--- src/hw/rtl/calendar_date_offset_macros.svh ---
// ----------------------------------------------------------------------------
// calendar_date_offset_macros.svh
// Assertion macros for the calendar date offset RTL.
// ----------------------------------------------------------------------------
`ifndef CALENDAR_DATE_OFFSET_MACROS_SVH
`define CALENDAR_DATE_OFFSET_MACROS_SVH

// Same-cycle implication
`define CDO_ASSERT_IMP(label, ante, cons, msg) \
  label: assert property (@(posedge clk) disable iff (!rst_n) (ante) |-> (cons)) \
    else $error(msg);

// Next-cycle implication
`define CDO_ASSERT_NXT(label, ante, cons, msg) \
  label: assert property (@(posedge clk) disable iff (!rst_n) (ante) |=> (cons)) \
    else $error(msg);

`endif

--- src/hw/rtl/cdo_pkg.sv ---
// ----------------------------------------------------------------------------
// cdo_pkg
// Types, constants and the month-length function of the date offset block.
// ----------------------------------------------------------------------------
package cdo_pkg;

  localparam int YEAR_W  = 14;
  localparam int MONTH_W = 4;
  localparam int DAY_W   = 5;
  localparam int OFF_W   = 21;
  localparam int STAT_W  = 2;

  localparam int IN_DATA_W  = 48;
  localparam int OUT_DATA_W = 32;

  localparam logic [YEAR_W-1:0]  YEAR_MIN    = 14'd1;
  localparam logic [YEAR_W-1:0]  YEAR_MAX    = 14'd9999;
  localparam logic [YEAR_W-1:0]  LEAP_CYCLE  = 14'd400;
  localparam logic [YEAR_W-1:0]  CENTURY     = 14'd100;
  localparam logic [MONTH_W-1:0] MONTHS      = 4'd12;
  localparam logic [MONTH_W-1:0] MONTH_FEB   = 4'd2;
  localparam logic [DAY_W-1:0]   LEAP_FEB    = 5'd29;
  localparam logic [DAY_W-1:0]   DEC_LEN     = 5'd31;

  typedef enum logic [STAT_W-1:0] {
    ST_OK      = 2'd0,
    ST_INVALID = 2'd1,
    ST_SAT     = 2'd2
  } status_t;

  typedef struct packed {
    logic load;
    logic reduce;
    logic mark_bad;
    logic step;
    logic sat;
    logic emit;
  } cmd_t;

  typedef struct packed {
    logic ge_cycle;
    logic date_ok;
    logic cnt_zero;
    logic at_end;
    logic out_free;
  } sts_t;

  function automatic logic [DAY_W-1:0] days_in(input logic [MONTH_W-1:0] m,
                                               input logic leap);
    logic [DAY_W-1:0] len;
    unique case (m)
      4'd1, 4'd3, 4'd5, 4'd7, 4'd8, 4'd10, 4'd12: len = 5'd31;
      4'd4, 4'd6, 4'd9, 4'd11:                    len = 5'd30;
      MONTH_FEB: len = leap ? LEAP_FEB : 5'd28;
      default:   len = '0;
    endcase
    return len;
  endfunction

endpackage

--- src/hw/rtl/cdo_datapath.sv ---
// ----------------------------------------------------------------------------
// cdo_datapath
// Date registers, year-mod-400 tracker, day counter and output register.
// ----------------------------------------------------------------------------
module cdo_datapath #(
  parameter int OFFSET_LIMIT = 1048575
) (
  input  logic                             clk,
  input  logic                             rst_n,
  input  cdo_pkg::cmd_t                    cmd,
  output cdo_pkg::sts_t                    sts,
  input  logic [cdo_pkg::IN_DATA_W-1:0]    in_tdata,
  output logic                             out_tvalid,
  input  logic                             out_tready,
  output logic [cdo_pkg::OUT_DATA_W-1:0]   out_tdata
);

  localparam int OffW     = cdo_pkg::OFF_W;
  localparam int MagMax   = 1 << (OffW - 1);
  localparam int EffLimit = (OFFSET_LIMIT > MagMax) ? MagMax : OFFSET_LIMIT;
  localparam logic [OffW-1:0] Limit = OffW'(EffLimit);

  localparam int YW = cdo_pkg::YEAR_W;
  localparam int MW = cdo_pkg::MONTH_W;
  localparam int DW = cdo_pkg::DAY_W;
  localparam int SW = cdo_pkg::STAT_W;

  logic [YW-1:0]   yr_r, yr_nxt;
  logic [MW-1:0]   mo_r, mo_nxt;
  logic [DW-1:0]   dy_r, dy_nxt;
  logic [YW-1:0]   ym_r, ym_nxt;
  logic            back_r, back_nxt;
  logic [OffW-1:0] cnt_r, cnt_nxt;
  logic [SW-1:0]   st_r, st_nxt;
  logic            ov_r, ov_nxt;
  logic [cdo_pkg::OUT_DATA_W-1:0] od_r, od_nxt;

  logic [OffW-1:0] off_in, mag, clamped;
  logic            leap, at_lo, at_hi;
  logic [MW-1:0]   mo_prev;
  logic [DW-1:0]   dim_cur, dim_prev;
  logic [YW-1:0]   ym_inc, ym_dec;

  assign off_in  = in_tdata[43:23];
  assign mag     = off_in[OffW-1] ? (~off_in + OffW'(1)) : off_in;
  assign clamped = (mag > Limit) ? Limit : mag;

  assign leap = ((ym_r[1:0] == 2'b00) && (ym_r != '0) && (ym_r != cdo_pkg::CENTURY)
                 && (ym_r != YW'(2 * cdo_pkg::CENTURY))
                 && (ym_r != YW'(3 * cdo_pkg::CENTURY)))
                || (ym_r == '0);

  assign mo_prev  = (mo_r == MW'(1)) ? cdo_pkg::MONTHS : (mo_r - MW'(1));
  assign dim_cur  = cdo_pkg::days_in(mo_r, leap);
  assign dim_prev = cdo_pkg::days_in(mo_prev, leap);

  assign ym_inc = (ym_r == cdo_pkg::LEAP_CYCLE - YW'(1)) ? '0 : (ym_r + YW'(1));
  assign ym_dec = (ym_r == '0) ? (cdo_pkg::LEAP_CYCLE - YW'(1)) : (ym_r - YW'(1));

  assign at_lo = (yr_r == cdo_pkg::YEAR_MIN) && (mo_r == MW'(1)) && (dy_r == DW'(1));
  assign at_hi = (yr_r == cdo_pkg::YEAR_MAX) && (mo_r == cdo_pkg::MONTHS)
                 && (dy_r == cdo_pkg::DEC_LEN);

  always_comb begin
    sts.ge_cycle = (ym_r >= cdo_pkg::LEAP_CYCLE);
    sts.date_ok  = (yr_r >= cdo_pkg::YEAR_MIN) && (yr_r <= cdo_pkg::YEAR_MAX)
                   && (mo_r != '0) && (mo_r <= cdo_pkg::MONTHS)
                   && (dy_r != '0) && (dy_r <= dim_cur);
    sts.cnt_zero = (cnt_r == '0);
    sts.at_end   = back_r ? at_lo : at_hi;
    sts.out_free = !ov_r || out_tready;
  end

  always_comb begin
    yr_nxt   = yr_r;
    mo_nxt   = mo_r;
    dy_nxt   = dy_r;
    ym_nxt   = ym_r;
    back_nxt = back_r;
    cnt_nxt  = cnt_r;
    st_nxt   = st_r;
    ov_nxt   = ov_r && !out_tready;
    od_nxt   = od_r;
    if (cmd.load) begin
      yr_nxt   = in_tdata[13:0];
      mo_nxt   = in_tdata[17:14];
      dy_nxt   = in_tdata[22:18];
      ym_nxt   = in_tdata[13:0];
      back_nxt = off_in[OffW-1];
      cnt_nxt  = clamped;
      st_nxt   = cdo_pkg::ST_OK;
    end
    if (cmd.reduce) begin
      ym_nxt = ym_r - cdo_pkg::LEAP_CYCLE;
    end
    if (cmd.mark_bad) begin
      st_nxt = cdo_pkg::ST_INVALID;
    end
    if (cmd.sat) begin
      st_nxt = cdo_pkg::ST_SAT;
    end
    if (cmd.step) begin
      cnt_nxt = cnt_r - OffW'(1);
      if (!back_r) begin
        if (dy_r < dim_cur) begin
          dy_nxt = dy_r + DW'(1);
        end else begin
          dy_nxt = DW'(1);
          if (mo_r < cdo_pkg::MONTHS) begin
            mo_nxt = mo_r + MW'(1);
          end else begin
            mo_nxt = MW'(1);
            yr_nxt = yr_r + YW'(1);
            ym_nxt = ym_inc;
          end
        end
      end else begin
        if (dy_r > DW'(1)) begin
          dy_nxt = dy_r - DW'(1);
        end else if (mo_r > MW'(1)) begin
          mo_nxt = mo_prev;
          dy_nxt = dim_prev;
        end else begin
          mo_nxt = cdo_pkg::MONTHS;
          dy_nxt = cdo_pkg::DEC_LEN;
          yr_nxt = yr_r - YW'(1);
          ym_nxt = ym_dec;
        end
      end
    end
    if (cmd.emit) begin
      ov_nxt = 1'b1;
      od_nxt = {7'd0, st_r, dy_r, mo_r, yr_r};
    end
  end

  always_ff @(posedge clk) begin
    if (!rst_n) begin
      ov_r <= 1'b0;
    end else begin
      ov_r <= ov_nxt;
    end
    yr_r   <= yr_nxt;
    mo_r   <= mo_nxt;
    dy_r   <= dy_nxt;
    ym_r   <= ym_nxt;
    back_r <= back_nxt;
    cnt_r  <= cnt_nxt;
    st_r   <= st_nxt;
    od_r   <= od_nxt;
  end

  assign out_tvalid = ov_r;
  assign out_tdata  = od_r;

endmodule

--- src/hw/rtl/cdo_ctrl.sv ---
// ----------------------------------------------------------------------------
// cdo_ctrl
// Sequencer: accept, reduce year mod 400, check date, step days, emit.
// ----------------------------------------------------------------------------
`include "calendar_date_offset_macros.svh"

module cdo_ctrl (
  input  logic          clk,
  input  logic          rst_n,
  input  logic          in_tvalid,
  output logic          in_tready,
  input  cdo_pkg::sts_t sts,
  output cdo_pkg::cmd_t cmd
);

  typedef enum logic [4:0] {
    S_IDLE   = 5'b00001,
    S_REDUCE = 5'b00010,
    S_CHECK  = 5'b00100,
    S_STEP   = 5'b01000,
    S_EMIT   = 5'b10000
  } state_t;

  state_t state_r, state_nxt;

  assign in_tready = (state_r == S_IDLE);

  always_comb begin
    state_nxt = state_r;
    cmd       = '0;
    unique case (state_r)
      S_IDLE: begin
        if (in_tvalid) begin
          cmd.load  = 1'b1;
          state_nxt = S_REDUCE;
        end
      end
      S_REDUCE: begin
        if (sts.ge_cycle) begin
          cmd.reduce = 1'b1;
        end else begin
          state_nxt = S_CHECK;
        end
      end
      S_CHECK: begin
        if (!sts.date_ok) begin
          cmd.mark_bad = 1'b1;
          state_nxt    = S_EMIT;
        end else begin
          state_nxt = S_STEP;
        end
      end
      S_STEP: begin
        priority if (sts.cnt_zero) begin
          state_nxt = S_EMIT;
        end else if (sts.at_end) begin
          cmd.sat   = 1'b1;
          state_nxt = S_EMIT;
        end else begin
          cmd.step = 1'b1;
        end
      end
      S_EMIT: begin
        if (sts.out_free) begin
          cmd.emit  = 1'b1;
          state_nxt = S_IDLE;
        end
      end
      default: state_nxt = S_IDLE;
    endcase
  end

  always_ff @(posedge clk) begin
    if (!rst_n) begin
      state_r <= S_IDLE;
    end else begin
      state_r <= state_nxt;
    end
  end

  `CDO_ASSERT_IMP(a_step_live, cmd.step, !sts.cnt_zero && !sts.at_end, "step past end")
  `CDO_ASSERT_IMP(a_emit_free, cmd.emit, sts.out_free, "emit into busy output")
  `CDO_ASSERT_NXT(a_load_reduce, in_tvalid && in_tready, state_r == S_REDUCE, "no reduce")

endmodule

--- src/hw/rtl/calendar_date_offset.sv ---
// ----------------------------------------------------------------------------
// calendar_date_offset
// Gregorian date plus signed day offset, stepped one day per cycle.
// ----------------------------------------------------------------------------
// A beat is accepted, its year is reduced modulo 400 by repeated subtraction
// (one subtract per cycle), the date is checked, the one-day stepper runs for
// min(|day_offset|, OFFSET_LIMIT) days (fewer when the result saturates, none
// for an invalid date), and the output register is loaded once it is free.
// An invalid date is echoed with status 1; a result past 0001-01-01 or
// 9999-12-31 saturates with status 2. The next beat is taken while a result
// waits in the output register.
module calendar_date_offset #(
  parameter int OFFSET_LIMIT = 1048575
) (
  input  logic        clk,
  input  logic        rst_n,
  input  logic        in_tvalid,
  output logic        in_tready,
  // [13:0] start_year, [17:14] start_month, [22:18] start_day,
  // [43:23] day_offset, [47:44] zero
  input  logic [47:0] in_tdata,
  output logic        out_tvalid,
  input  logic        out_tready,
  // [13:0] result_year, [17:14] result_month, [22:18] result_day,
  // [24:23] status, [31:25] zero
  output logic [31:0] out_tdata
);

  cdo_pkg::cmd_t cmd;
  cdo_pkg::sts_t sts;

  cdo_ctrl u_ctrl (
    .clk       (clk),
    .rst_n     (rst_n),
    .in_tvalid (in_tvalid),
    .in_tready (in_tready),
    .sts       (sts),
    .cmd       (cmd)
  );

  cdo_datapath #(
    .OFFSET_LIMIT (OFFSET_LIMIT)
  ) u_dp (
    .clk        (clk),
    .rst_n      (rst_n),
    .cmd        (cmd),
    .sts        (sts),
    .in_tdata   (in_tdata),
    .out_tvalid (out_tvalid),
    .out_tready (out_tready),
    .out_tdata  (out_tdata)
  );

endmodule

--- config.mk ---
export PLATFORM = sky130hd
export DESIGN_NAME = calendar_date_offset
export DESIGN_NICKNAME = d
export VERILOG_FILES = /design/src/hw/rtl/cdo_pkg.sv /design/src/hw/rtl/cdo_datapath.sv /design/src/hw/rtl/cdo_ctrl.sv /design/src/hw/rtl/calendar_date_offset.sv
export VERILOG_INCLUDE_DIRS = /design/src /design/src/hw/rtl
export SDC_FILE = /design/constraint.sdc
export NUM_CORES = 1
export LEC_CHECK = 0
export BUFFER_PORTS_ARGS = -buffer_cell sky130_fd_sc_hd__buf_2
export CAP_MARGIN = 5
export CORE_ASPECT_RATIO = 1.5
export CORE_MARGIN = 1
export CORE_UTILIZATION = 50
export CTS_CLUSTER_DIAMETER = 100
export DETAILED_ROUTE_END_ITERATION = 8
export PLACE_DENSITY = 0.84
export SKIP_LAST_GASP = 1
export SYNTH_ARGS = -nofsm -noshare
export SYNTH_HDL_FRONTEND = slang
export SYNTH_HIERARCHICAL = 1
export SYNTH_SLANG_ARGS = --single-unit
--- constraint.sdc ---
create_clock -name clk -period 3.43 [get_ports clk]
set_input_delay 0.343 -clock clk [delete_from_list [all_inputs] [get_ports clk]]
set_output_delay 0.343 -clock clk [all_outputs]
set_load 0.02 [all_outputs]
==> results of run 1 <==
## stage by stage
step	worst slack [ns]	TNS, ns	hold WS [ns]	area, sq um
4_1_cts	0.0514	0	0.236	8350
2_1_floorplan	0.00426	0	0.403	7160
6_report	0.110	0	0.242	8450
3_5_place_dp	-0.0613	-0.0613	0.424	8040
5_1_grt	-0.0278	-0.0315	0.259	8450
3_3_place_gp	0.0191	0	0.422	8040
## power groups by stage
stage / sequential, mW / clock, mW / combinational (mW)
finish: 1.55 / 0.976 / 1.98
global route: 1.57 / 1.03 / 2.15
CTS: 1.53 / 0.983 / 1.88
detailed placement: 1.55 / 0 / 1.85
global placement: 1.54 / 0 / 1.82
floorplan: 1.49 / 0 / 1.29
## Yosys cell counts, types with 9 or more instances
cell / n / area share [%]
edfxtp_1: 52 / 22
xnor2_1: 26 / 3.2
o21ai_0: 39 / 2.7
mux2i_1: 18 / 2.5
o22ai_1: 22 / 1.9
o31ai_1: 10 / 1.1
ha_1: 31 / 5.5
clkbuf_1: 39 / 2.1
nor4_1: 10 / 0.88
o21a_1: 12 / 1.3
nor3_1: 28 / 2.0
a31oi_1: 11 / 0.97
nand3_1: 29 / 2.0
nand2_1: 67 / 3.5
nor2_1: 74 / 3.9
buf_2: 9 / 0.63
a21oi_1: 34 / 2.4
o221ai_1: 9 / 1.1
nand4_1: 15 / 1.3
inv_1: 32 / 1.7
a22oi_1: 15 / 1.6
xor2_1: 37 / 4.6
dfxtp_1: 40 / 11
## area by class of cell
cell class | count | area [sq um] | share of cell area [%]
flip-flops and latches | 92 | 2370 | 28.0
repair buffers | 151 | 965 | 11.4
inverters | 32 | 123 | 1.45
clock buffers | 9 | 225 | 2.67
well taps | 165 | 206 | 2.44
multi-input cells | 660 | 4490 | 53.2
clock inverters | 7 | 71.3 | 0.844
## sequential cells by signal, summed over array words and instances (netlist names)
name	count
u_dp/st_r	2
u_dp/cnt_r	21
u_dp/ym_r	14
u_dp/out_tvalid	1
u_dp/back_r	1
u_ctrl/state_r	5
u_dp/out_tdata	25
u_dp/dy_r	5
u_dp/yr_r	14
u_dp/mo_r	4
## cell usage in the layout (no fill, tap or decap), types with 18 or more instances in the layout
| master | Yosys | routed |
|---|---|---|
| a21oi_1 | 34 | 32 |
| buf_2 | 9 | 74 |
| buf_4 | 7 | 75 |
| dfxtp_1 | 40 | 36 |
| edfxtp_1 | 52 | 52 |
| ha_1 | 31 | 29 |
| inv_1 | 32 | 30 |
| mux2i_1 | 18 | 18 |
| nand2_1 | 67 | 67 |
| nand3_1 | 29 | 29 |
| nor2_1 | 74 | 73 |
| nor3_1 | 28 | 28 |
| o21ai_0 | 39 | 36 |
| o22ai_1 | 22 | 22 |
| xnor2_1 | 26 | 26 |
| xor2_1 | 37 | 37 |
## metal layers
layer  up-vias  GRT usage (%)  part of all wire, %
met5         -              0                    0
met1      3255           31.4                   39
met3        77           3.64                  5.1
li1       3335              -                    -
met2       323           49.4                   52
met4         0           15.2                  4.4
## kinds of logic after synthesis
family | share of synthesized area, %
and+or+nand+nor | 22.7
buffers and inverters | 5.39
DFF | 33.2
muxes | 3.01
xor gates and xnor gates | 7.76
other | 0.0528
AOI/OAI and AO/OA | 22.4
adders and majority gates | 5.46
## path summary, 6_finish.rpt
path	start	to	slack (ns)
max	u_dp/mo_r[0]	u_dp/st_r[1]	0.11
min	rst_n	u_ctrl/state_r[0]	0.24
max reg2reg	u_dp/mo_r[0]	u_dp/st_r[1]	0.11
min reg2reg	u_dp/st_r[1]	u_dp/out_tdata[24]	0.45
## repair_timing
item | CTS | global route
setup endpoints to repair | 3 | 58
pin swaps | 0 | 8
setup buffers | 0 | 2
resized for setup | 4 | 21
gates cloned | 0 | 0
==> metrics.md, run 1 <==
| Metric | Value |
|---|---|
| Max-slew headroom at the worst pin | `about two fifths` |
| # rows | `53` |
| Layout area overhead | `18.9%` |
| CP Depth | `15` |
| Global-route wire length before repair | `approximately 32000 um` |
| Final Skew | `approximately 0.013 ns` |
| Combinational share of power | `between 40% and 50%` |
| Peak supply drop | `0.333 mV` |
| Maximum clock rate | `approximately 300 MHz` |
| Non-filler cells, final | `approximately 1100` |
| Port buffer count | `74` |
| Post-synthesis sequential area ratio | `roughly 33%` |
| Final RePlAce weighted congestion | `between 0.9 and 1` |
| Vias | `6990` |
| Final Setup Violations | `0` |
| Tot GR Track Use | `approximately 28%` |
| Synth Warn # | `6` |
| Final Util | `60.7%` |
| Synth cell types | `79` |
| Status | `finished, final reports clean` |
| Layout cell share with drive strength beyond 1 | `22.6%` |
| Vias in the first global route | `between 6000 and 7000` |
| Fillers | `roughly 1200` |
| CTS tree | `yes` |
| Via density | `~6.3` |
| Initial Util | `51.0%` |
| Tmin final | `between 3 and 4 ns` |
| Final hold vios | `0` |
| Antenna-violating nets left | `0` |
| Worst path slowest cell | `or4b_4` |
| Clk_lat worst skew | `around 0.35 ns` |
| Critical Path AT | `approximately 3.6 ns` |
| Hold depth | `2` |
| Number of flops mapped to enable cells by yosys | `52` |
| HPWL Detailed | `15000 um` |
| Drt wl/cell | `between 15 and 20 um` |
| Internal | `between 2 and 3 mW` |
| Sw Share | `39.4%` |
| Syn Area/Cell | `between 8 and 9 sq um` |
| CP top delay family | `compound AO/OA/AOI/OAI gates` |
| Worst Max-Slew Pin Slew | `just under 0.9 ns` |
| Worst hold path class | `primary input to register` |
| Die Ht | `about 150 um` |
| Ant diodes | `0` |
| Clk buf depth | `2` |
| Worst-case reg-to-reg path depth | `15` |
| Initial antenna violation count | `0` |
| H-tree levels | `3` |
| Crit Path Max Fanout | `5` |
| P per Cell Area | `about 530 nW/um^2` |
| Clock root cell | `clkbuf_16` |
| Crit path launch type | `register` |
| Max Cap Viol | `0` |
| Buf/Inv on CP | `1` |
| Worst path cell trace | `ha_1, or3_1, o21ai_1, o21a_1, ha_1, o21ai_0, a21oi_2, o21a_1, nor2_1, a31oi_2, a311oi_2, or4b_4, nor2_4, inv_1, a31o_2` |
| Ports | `86` |
| Tcrit/Tclk final | `around 97%` |
| Remaining routing DRC violations | `0` |
| Syn Inst Count | `approximately 840` |
| WP data required | `roughly 3.7 ns` |
| Psw | `around 1.8 mW` |
| Largest net degree at the start of global routing | `29` |
| Placed cells | `~1100` |
| Die W | `between 90 and 100 um` |
| Core area | `around 14000 sq um` |
| Clock share of power | `a little over a fifth` |
| CTS Buf Count | `9` |
| Crit end category | `register` |
| Slew Limit Fails | `0` |
| Post-Synthesis Cell Area | `slightly above 7000 sq um` |
| Post-layout power | `~4.5 mW` |
| Seq cells post-synth | `92` |
| FFs w/ async S/R, synth | `0%` |
| Nets | `1029` |
| # clock sinks | `between 90 and 100` |
| Top_reg_cell synth | `edfxtp_1` |
| Crit-path max cell delay | `between 0.5 and 0.6 ns` |
| Hold buffer count at cts | `0` |
| First-iteration detailed-routing DRC count | `713` |
| Routed WL | `a little over 20000 um` |
| Flop pwr share | `approximately a third` |
| LEAKAGE | `about 3.3 nW` |
| Clk pin slew, worst setup/hold paths | `around 0.080 ns` |
| Crit Path Class | `register to register` |
| DIE AREA | `between 10000 and 15000 sq um` |
| First-pass iteration count of the detailed router | `5` |
| Gr ovfl total | `0` |
Note: power is estimated with default switching activity, not from simulation.
==> inputs of run 2 (changes only) <==
--- a/config.mk
+++ b/config.mk
@@ -9,11 +9,12 @@
 export BUFFER_PORTS_ARGS = -buffer_cell sky130_fd_sc_hd__buf_2
 export CAP_MARGIN = 5
 export CORE_ASPECT_RATIO = 1.5
-export CORE_MARGIN = 1
-export CORE_UTILIZATION = 50
+export CORE_MARGIN = 10
+export CORE_UTILIZATION = 54
 export CTS_CLUSTER_DIAMETER = 100
+export CTS_CLUSTER_SIZE = 28
 export DETAILED_ROUTE_END_ITERATION = 8
-export PLACE_DENSITY = 0.84
+export PLACE_DENSITY = 0.89
 export SKIP_LAST_GASP = 1
 export SYNTH_ARGS = -nofsm -noshare
 export SYNTH_HDL_FRONTEND = slang
==> run 2 against run 1 <==
Clock-buffer cell count unchanged. Die area increased by 24%. Via count increased by 1.3%. Clock power increased by 2%. Non-clock buffer count decreased by 2. Largest cell class unchanged. Critical endpoint unchanged. Register-to-register slack got worse by 0.03 ns. Setup slack got worse by 0.031 ns. Highest routed layer unchanged. Critical path depth increased by 2.
==> metrics.md, run 2 (same netlist as run 1, synthesis figures left out) <==
| Metric | Value |
|---|---|
| Non-filler cells, final | `1108 (was 1116)` |
| Ant diodes | `0 (unchanged)` |
| Vias in the first global route | `6903 (was 6647)` |
| Global-route wire length before repair | `34200 um (was 32200 um)` |
| Register area | `2370 sq um (about the same)` |
| Max reg flops | `25 (unchanged)` |
| # clock sinks | `92 (unchanged)` |
| Slew Limit Fails | `0 (unchanged)` |
| Met1 Use GR | `24.3% (was 31.4%)` |
| M3 GR Usage | `3.36% (was 3.64%)` |
| Placed cells | `1089 (was 1098)` |
| Initial Util | `54.9% (was 51.0%)` |
| Routed WL | `21200 um (was 20200 um)` |
| CTS tree | `yes (unchanged)` |
| HPWL Detailed | `16000 um (was 15000 um)` |
| Fillers | `1023 (was 1157)` |
| Nets | `1027 (was 1029)` |
| Initial antenna violation count | `0 (unchanged)` |
| Clk_lat worst skew | `0.36 ns (was 0.35 ns)` |
| Max Cap Viol | `0 (unchanged)` |
| Port buffer count | `74 (unchanged)` |
| Crit end category | `register (unchanged)` |
| Layout cell share with drive strength beyond 1 | `22.7% (was 22.6%)` |
| Worst Max-Slew Pin Slew | `0.787 ns (was 0.878 ns)` |
| Layout area overhead | `18.7% (was 18.9%)` |
| Max-slew headroom at the worst pin | `47.0% (was 40.9%)` |
| H-tree levels | `3 (unchanged)` |
| Crit Path Class | `register to register (unchanged)` |
| Die W | `114 um (was 99.4 um)` |
| Status | `finished, final reports clean (unchanged)` |
| WP data required | `3.68 ns (about the same)` |
| Vias | `7082 (was 6990)` |
| Final Util | `65.2% (was 60.7%)` |
| Post-layout power | `4.53 mW (was 4.51 mW)` |
| Drt wl/cell | `19.2 um (was 18.1 um)` |
| LEAKAGE | `3.26 nW (was 3.27 nW)` |
| First-iteration detailed-routing DRC count | `893 (was 713)` |
| Antenna-violating nets left | `0 (unchanged)` |
| Maximum clock rate | `298 MHz (was 301 MHz)` |
| Peak supply drop | `0.343 mV (was 0.333 mV)` |
| Clk pin slew, worst setup/hold paths | `0.07 ns (was 0.08 ns)` |
| Core area | `13000 sq um (was 13900 sq um)` |
| Commonest cells after routing, fill and taps aside | `buf_2, nor2_1, buf_4, nand2_1, edfxtp_1 (was buf_4, buf_2, nor2_1, nand2_1, edfxtp_1)` |
| CTS Buf Count | `9 (unchanged)` |
| Multi-input gate area | `4480 sq um (was 4490 sq um)` |
| Critical Path AT | `3.60 ns (was 3.57 ns)` |
| Final RePlAce weighted congestion | `0.999 (was 0.958)` |
| Via density | `6.39 (was 6.26)` |
| Remaining routing DRC violations | `0 (unchanged)` |
| Tmin final | `3.35 ns (was 3.32 ns)` |
| Setup Total Neg Slack | `0 ns (unchanged)` |
| Global route hottest layer | `met2 (unchanged)` |
| DIE AREA | `18200 sq um (was 14700 sq um)` |
| Final Setup Violations | `0 (unchanged)` |
| Tcrit/Tclk final | `97.7% (was 96.8%)` |
| Tot GR Track Use | `22.5% (was 27.6%)` |
| First-pass iteration count of the detailed router | `6 (was 5)` |
| Die Ht | `161 um (was 148 um)` |
| Crit Path Max Fanout | `6 (was 5)` |
| Ports | `86 (unchanged)` |
| GR Util met2 | `40.6% (was 49.4%)` |
| Gr ovfl total | `0 (unchanged)` |
| Worst hold path class | `primary input to register (unchanged)` |
| P per Cell Area | `537 nW/um^2 (was 533 nW/um^2)` |
| Final Skew | `0.0117 ns (was 0.0129 ns)` |
| Final hold vios | `0 (unchanged)` |
| Crit path launch type | `register (unchanged)` |
| Clk buf depth | `2 (unchanged)` |
| # rows | `51 (was 53)` |
| RSZ-0062 raised after global routing | `true` |
| Largest net degree at the start of global routing | `32 (was 29)` |
| Clock root cell | `clkbuf_16 (unchanged)` |
| Most common cell after layout, fill and taps aside | `buf_2 (was buf_4)` |
## run 2: what timing repair did
| action | CTS | global route |
|---|---|---|
| pin swaps | 0 | 9 |
| setup buffers | 1 | 2 |
| hold endpoints to repair | 0 | 0 |
| hold buffers | 0 | 0 |
| gates resized for setup | 2 | 22 |
| endpoints found under the setup margin | 2 | 62 |
## run 2: final timing paths
kind	depth (start not counted)	to	slack, ns	startpoint
setup / recovery	17	u_dp/st_r[1]	0.08	u_dp/mo_r[0]
hold / removal	2	u_ctrl/state_r[0]	0.24	rst_n
hold reg to reg	0	u_dp/out_tdata[23]	0.46	u_dp/st_r[0]
setup reg to reg	17	u_dp/st_r[1]	0.08	u_dp/mo_r[0]
## run 2: metrics by stage
| step | setup WS (ns) | area (sq um) | hold slack (ns) |
|---|---|---|---|
| after floorplan | 0.00426 | 7160 | 0.403 |
| after global placement | 0.0421 | 8040 | 0.419 |
| after detailed placement | -0.0794 | 8040 | 0.443 |
| after CTS | 0.0491 | 8340 | 0.233 |
| after global routing | -0.0786 | 8440 | 0.246 |
| final | 0.0792 | 8440 | 0.239 |
## run 2: final cells by class
| cell class | count | area share (%) |
|---|---|---|
| Clock buffer | 9 | 2.67 |
| Clock inverter | 7 | 0.815 |
| Inverter | 32 | 1.45 |
| Multi-Input combinational cell | 660 | 53.1 |
| Sequential cell | 92 | 28.1 |
| Tap cell | 159 | 2.36 |
| Timing Repair Buffer | 149 | 11.5 |
## run 2: where the power goes
group	total [mW]	leakage, nW	switching [mW]	internal, mW
clock network	0.993	0.144	0.481	0.512
registers	1.57	0.816	0.224	1.35
logic	1.96	2.29	1.09	0.874
## run 2: critical path, cell delays in order, from the launching register on
cell and delay (ns):
dfxtp_2 0.39, inv_1 0.11, ha_1 0.24, nor3_2 0.18, o21ai_0 0.13, o21ai_2 0.11, o21a_1 0.21, ha_1 0.18
o21ai_0 0.10, a21oi_2 0.14, o21a_1 0.16, nor2_1 0.06, a31oi_1 0.21, a311oi_2 0.08, or4b_4 0.59, nor2_4 0.11
inv_1 0.05, a31o_2 0.19
## run 2: metal layers
metal | up-vias | wire length, um | share of wire [%]
met2 | 368 | 11100 | 52
met4 | 0 | 830 | 3.9
met5 | - | 0 | 0
li1 | 3346 | - | -
met3 | 77 | 1520 | 7.2
met1 | 3291 | 7760 | 37
==> inputs of run 3 (changes only) <==
--- a/config.mk
+++ b/config.mk
@@ -6,7 +6,7 @@
 export SDC_FILE = /design/constraint.sdc
 export NUM_CORES = 1
 export LEC_CHECK = 0
-export BUFFER_PORTS_ARGS = -buffer_cell sky130_fd_sc_hd__buf_2
+export BUFFER_PORTS_ARGS = -buffer_cell sky130_fd_sc_hd__buf_4
 export CAP_MARGIN = 5
 export CORE_ASPECT_RATIO = 1.5
 export CORE_MARGIN = 10
@@ -14,7 +14,7 @@
 export CTS_CLUSTER_DIAMETER = 100
 export CTS_CLUSTER_SIZE = 28
 export DETAILED_ROUTE_END_ITERATION = 8
-export PLACE_DENSITY = 0.89
+export PLACE_DENSITY_LB_ADDON = 0.12
 export SKIP_LAST_GASP = 1
 export SYNTH_ARGS = -nofsm -noshare
 export SYNTH_HDL_FRONTEND = slang
==> run 3 against run 2 <==
Design area up 3.6%. First-iteration DRC count down 38%. Sequential cell count unchanged. Core utilization up 2.3 points. Power up 3.5%. Critical path depth down 1. Hold slack about the same. Wire length up 5.1%. Sequential share of layout area down 0.93 points. Sequential power about the same. Highest routed layer unchanged. Non-clock buffer count up 6.
==> metrics.md, run 3 (same netlist as run 1, synthesis figures left out) <==
| Metric | Value |
|---|---|
| RSZ-0062 raised after global routing | `true (unchanged)` |
| Initial Util | `54.9% (unchanged)` |
| Final hold vios | `0 (unchanged)` |
| Die Ht | `161 um (unchanged)` |
| Worst Max-Slew Pin Slew | `0.805 ns (was 0.787 ns)` |
| Peak supply drop | `0.320 mV (was 0.343 mV)` |
| Global-route wire length before repair | `35400 um (was 34200 um)` |
| Fillers | `1073 (was 1023)` |
| Gr ovfl total | `0 (unchanged)` |
| Final Skew | `0.0112 ns (was 0.0117 ns)` |
| Core area | `13000 sq um (unchanged)` |
| Clk pin slew, worst setup/hold paths | `0.08 ns (was 0.07 ns)` |
| Design Area, Final | `8740 sq um (was 8440 sq um)` |
| Clk_lat worst skew | `0.35 ns (was 0.36 ns)` |
| Max reg flops | `25 (unchanged)` |
| Status | `finished, final reports clean (unchanged)` |
| Routed WL | `22300 um (was 21200 um)` |
| CTS Buf Count | `9 (unchanged)` |
| Layout cell share with drive strength beyond 1 | `24.4% (was 22.7%)` |
| # clock sinks | `92 (unchanged)` |
| DIE AREA | `18200 sq um (unchanged)` |
| Crit path launch type | `register (unchanged)` |
| Crit end category | `register (unchanged)` |
| First-pass iteration count of the detailed router | `5 (was 6)` |
| Worst hold slack | `0.239 ns (about the same)` |
| Crit Path Class | `register to register (unchanged)` |
| Initial antenna violation count | `0 (unchanged)` |
| Vias in the first global route | `6926 (was 6903)` |
| Maximum clock rate | `297 MHz (was 298 MHz)` |
| Commonest cells after routing, fill and taps aside | `buf_4, nor2_1, nand2_1, edfxtp_1, xor2_1 (was buf_2, nor2_1, buf_4, nand2_1, edfxtp_1)` |
| Ports | `86 (unchanged)` |
| Port buffer count | `74 (unchanged)` |
| Die W | `114 um (unchanged)` |
| Most common cell after layout, fill and taps aside | `buf_4 (was buf_2)` |
| Max-slew headroom at the worst pin | `45.9% (was 47.0%)` |
| Tot GR Track Use | `23.5% (was 22.5%)` |
| Drt wl/cell | `20.0 um (was 19.2 um)` |
| Clk buf depth | `2 (unchanged)` |
| P per Cell Area | `536 nW/um^2 (was 537 nW/um^2)` |
| Antenna-violating nets left | `0 (unchanged)` |
| Clock root cell | `clkbuf_16 (unchanged)` |
| Tmin final | `3.36 ns (was 3.35 ns)` |
| Reg2reg setup slack | `0.07 ns (was 0.08 ns)` |
| Crit Path Max Fanout | `4 (was 6)` |
| Final Setup Violations | `0 (unchanged)` |
| Vias | `7019 (was 7082)` |
| # rows | `51 (unchanged)` |
| Tcrit/Tclk final | `98.1% (was 97.7%)` |
| Largest net degree at the start of global routing | `29 (was 32)` |
| Layout area overhead | `23.0% (was 18.7%)` |
| Final RePlAce weighted congestion | `0.942 (was 0.999)` |
| Area after DPL | `8220 sq um (was 8040 sq um)` |
| CTS tree | `yes (unchanged)` |
| WP data required | `3.68 ns (about the same)` |
| H-tree levels | `3 (unchanged)` |
| Remaining routing DRC violations | `0 (unchanged)` |
| Slew Limit Fails | `0 (unchanged)` |
| HPWL Detailed | `16800 um (was 16000 um)` |
| First-iteration detailed-routing DRC count | `557 (was 893)` |
| Critical Path AT | `3.61 ns (was 3.60 ns)` |
| Ant diodes | `0 (unchanged)` |
| Nets | `1033 (was 1027)` |
| LEAKAGE | `3.37 nW (was 3.26 nW)` |
| Via density | `6.30 (was 6.39)` |
| Worst hold path class | `primary input to register (unchanged)` |
| Max Cap Viol | `0 (unchanged)` |
## run 3: path summary, 6_finish.rpt
path,from,end,cells after the start
worst max-delay path,u_dp/mo_r[1],u_dp/st_r[1],16
worst min-delay path,rst_n,u_ctrl/state_r[0],2
worst max register to register,u_dp/mo_r[1],u_dp/st_r[1],16
worst min register to register,u_dp/st_r[1],u_dp/out_tdata[24],0
## run 3: per-stage QoR
stage          utilization [%]  total power, mW  instances  worst slack, ns  TNS, ns
2_1_floorplan                -             2.79        842          0.00426        0
3_3_place_gp              63.5             3.40       1094           0.0129        0
3_5_place_dp              63.5             3.46       1094           -0.148   -0.302
4_1_cts                   66.0             4.54       1110           0.0244        0
5_1_grt                   67.5             4.97       1114          -0.0873   -0.396
6_report                  67.5             4.69       1114           0.0660        0
## run 3: metal layers
metal	wire length [um]	vias up	track usage, %
li1	-	3340	-
met1	8780	3365	27.1
met2	11500	272	41.6
met3	1390	42	4.44
met4	612	0	8.74
met5	0	-	0
## run 3: critical path, stage by stage, from the launching register on
cell and delay [ns]:
dfxtp_4 0.38, inv_2 0.06, ha_4 0.17, or3_4 0.35, o21ai_4 0.17, o21a_1 0.21
ha_2 0.21, o21ai_1 0.08, a21oi_2 0.14, o21a_1 0.17, nor2_1 0.06, a31oi_1 0.20
a311oi_2 0.08, or4b_4 0.62, nor2_4 0.14, inv_1 0.05, a31o_2 0.19
## run 3: timing repair
item,4_1_cts,5_1_grt
endpoints found under the setup margin,5,57
pin swaps,0,14
hold buffers,0,0
buffers inserted,0,4
gates resized for setup,6,42
## run 3: report_power, final
| group | total (mW) | switching, mW | internal [mW] |
|---|---|---|---|
| clock network | 1.05 | 0.474 | 0.578 |
| logic | 2.07 | 1.14 | 0.934 |
| registers | 1.56 | 0.215 | 1.35 |
| total | 4.69 | 1.83 | 2.86 |
## run 3: final cells by class
type	instances	area (sq um)	area share, %
flip-flops and latches	92	2370	27.1
clock buffers	9	225	2.58
inverters	32	123	1.40
multi-input cells	660	4580	52.3
clock inverters	7	80.1	0.916
well taps	159	199	2.28
repair buffers	155	1170	13.3
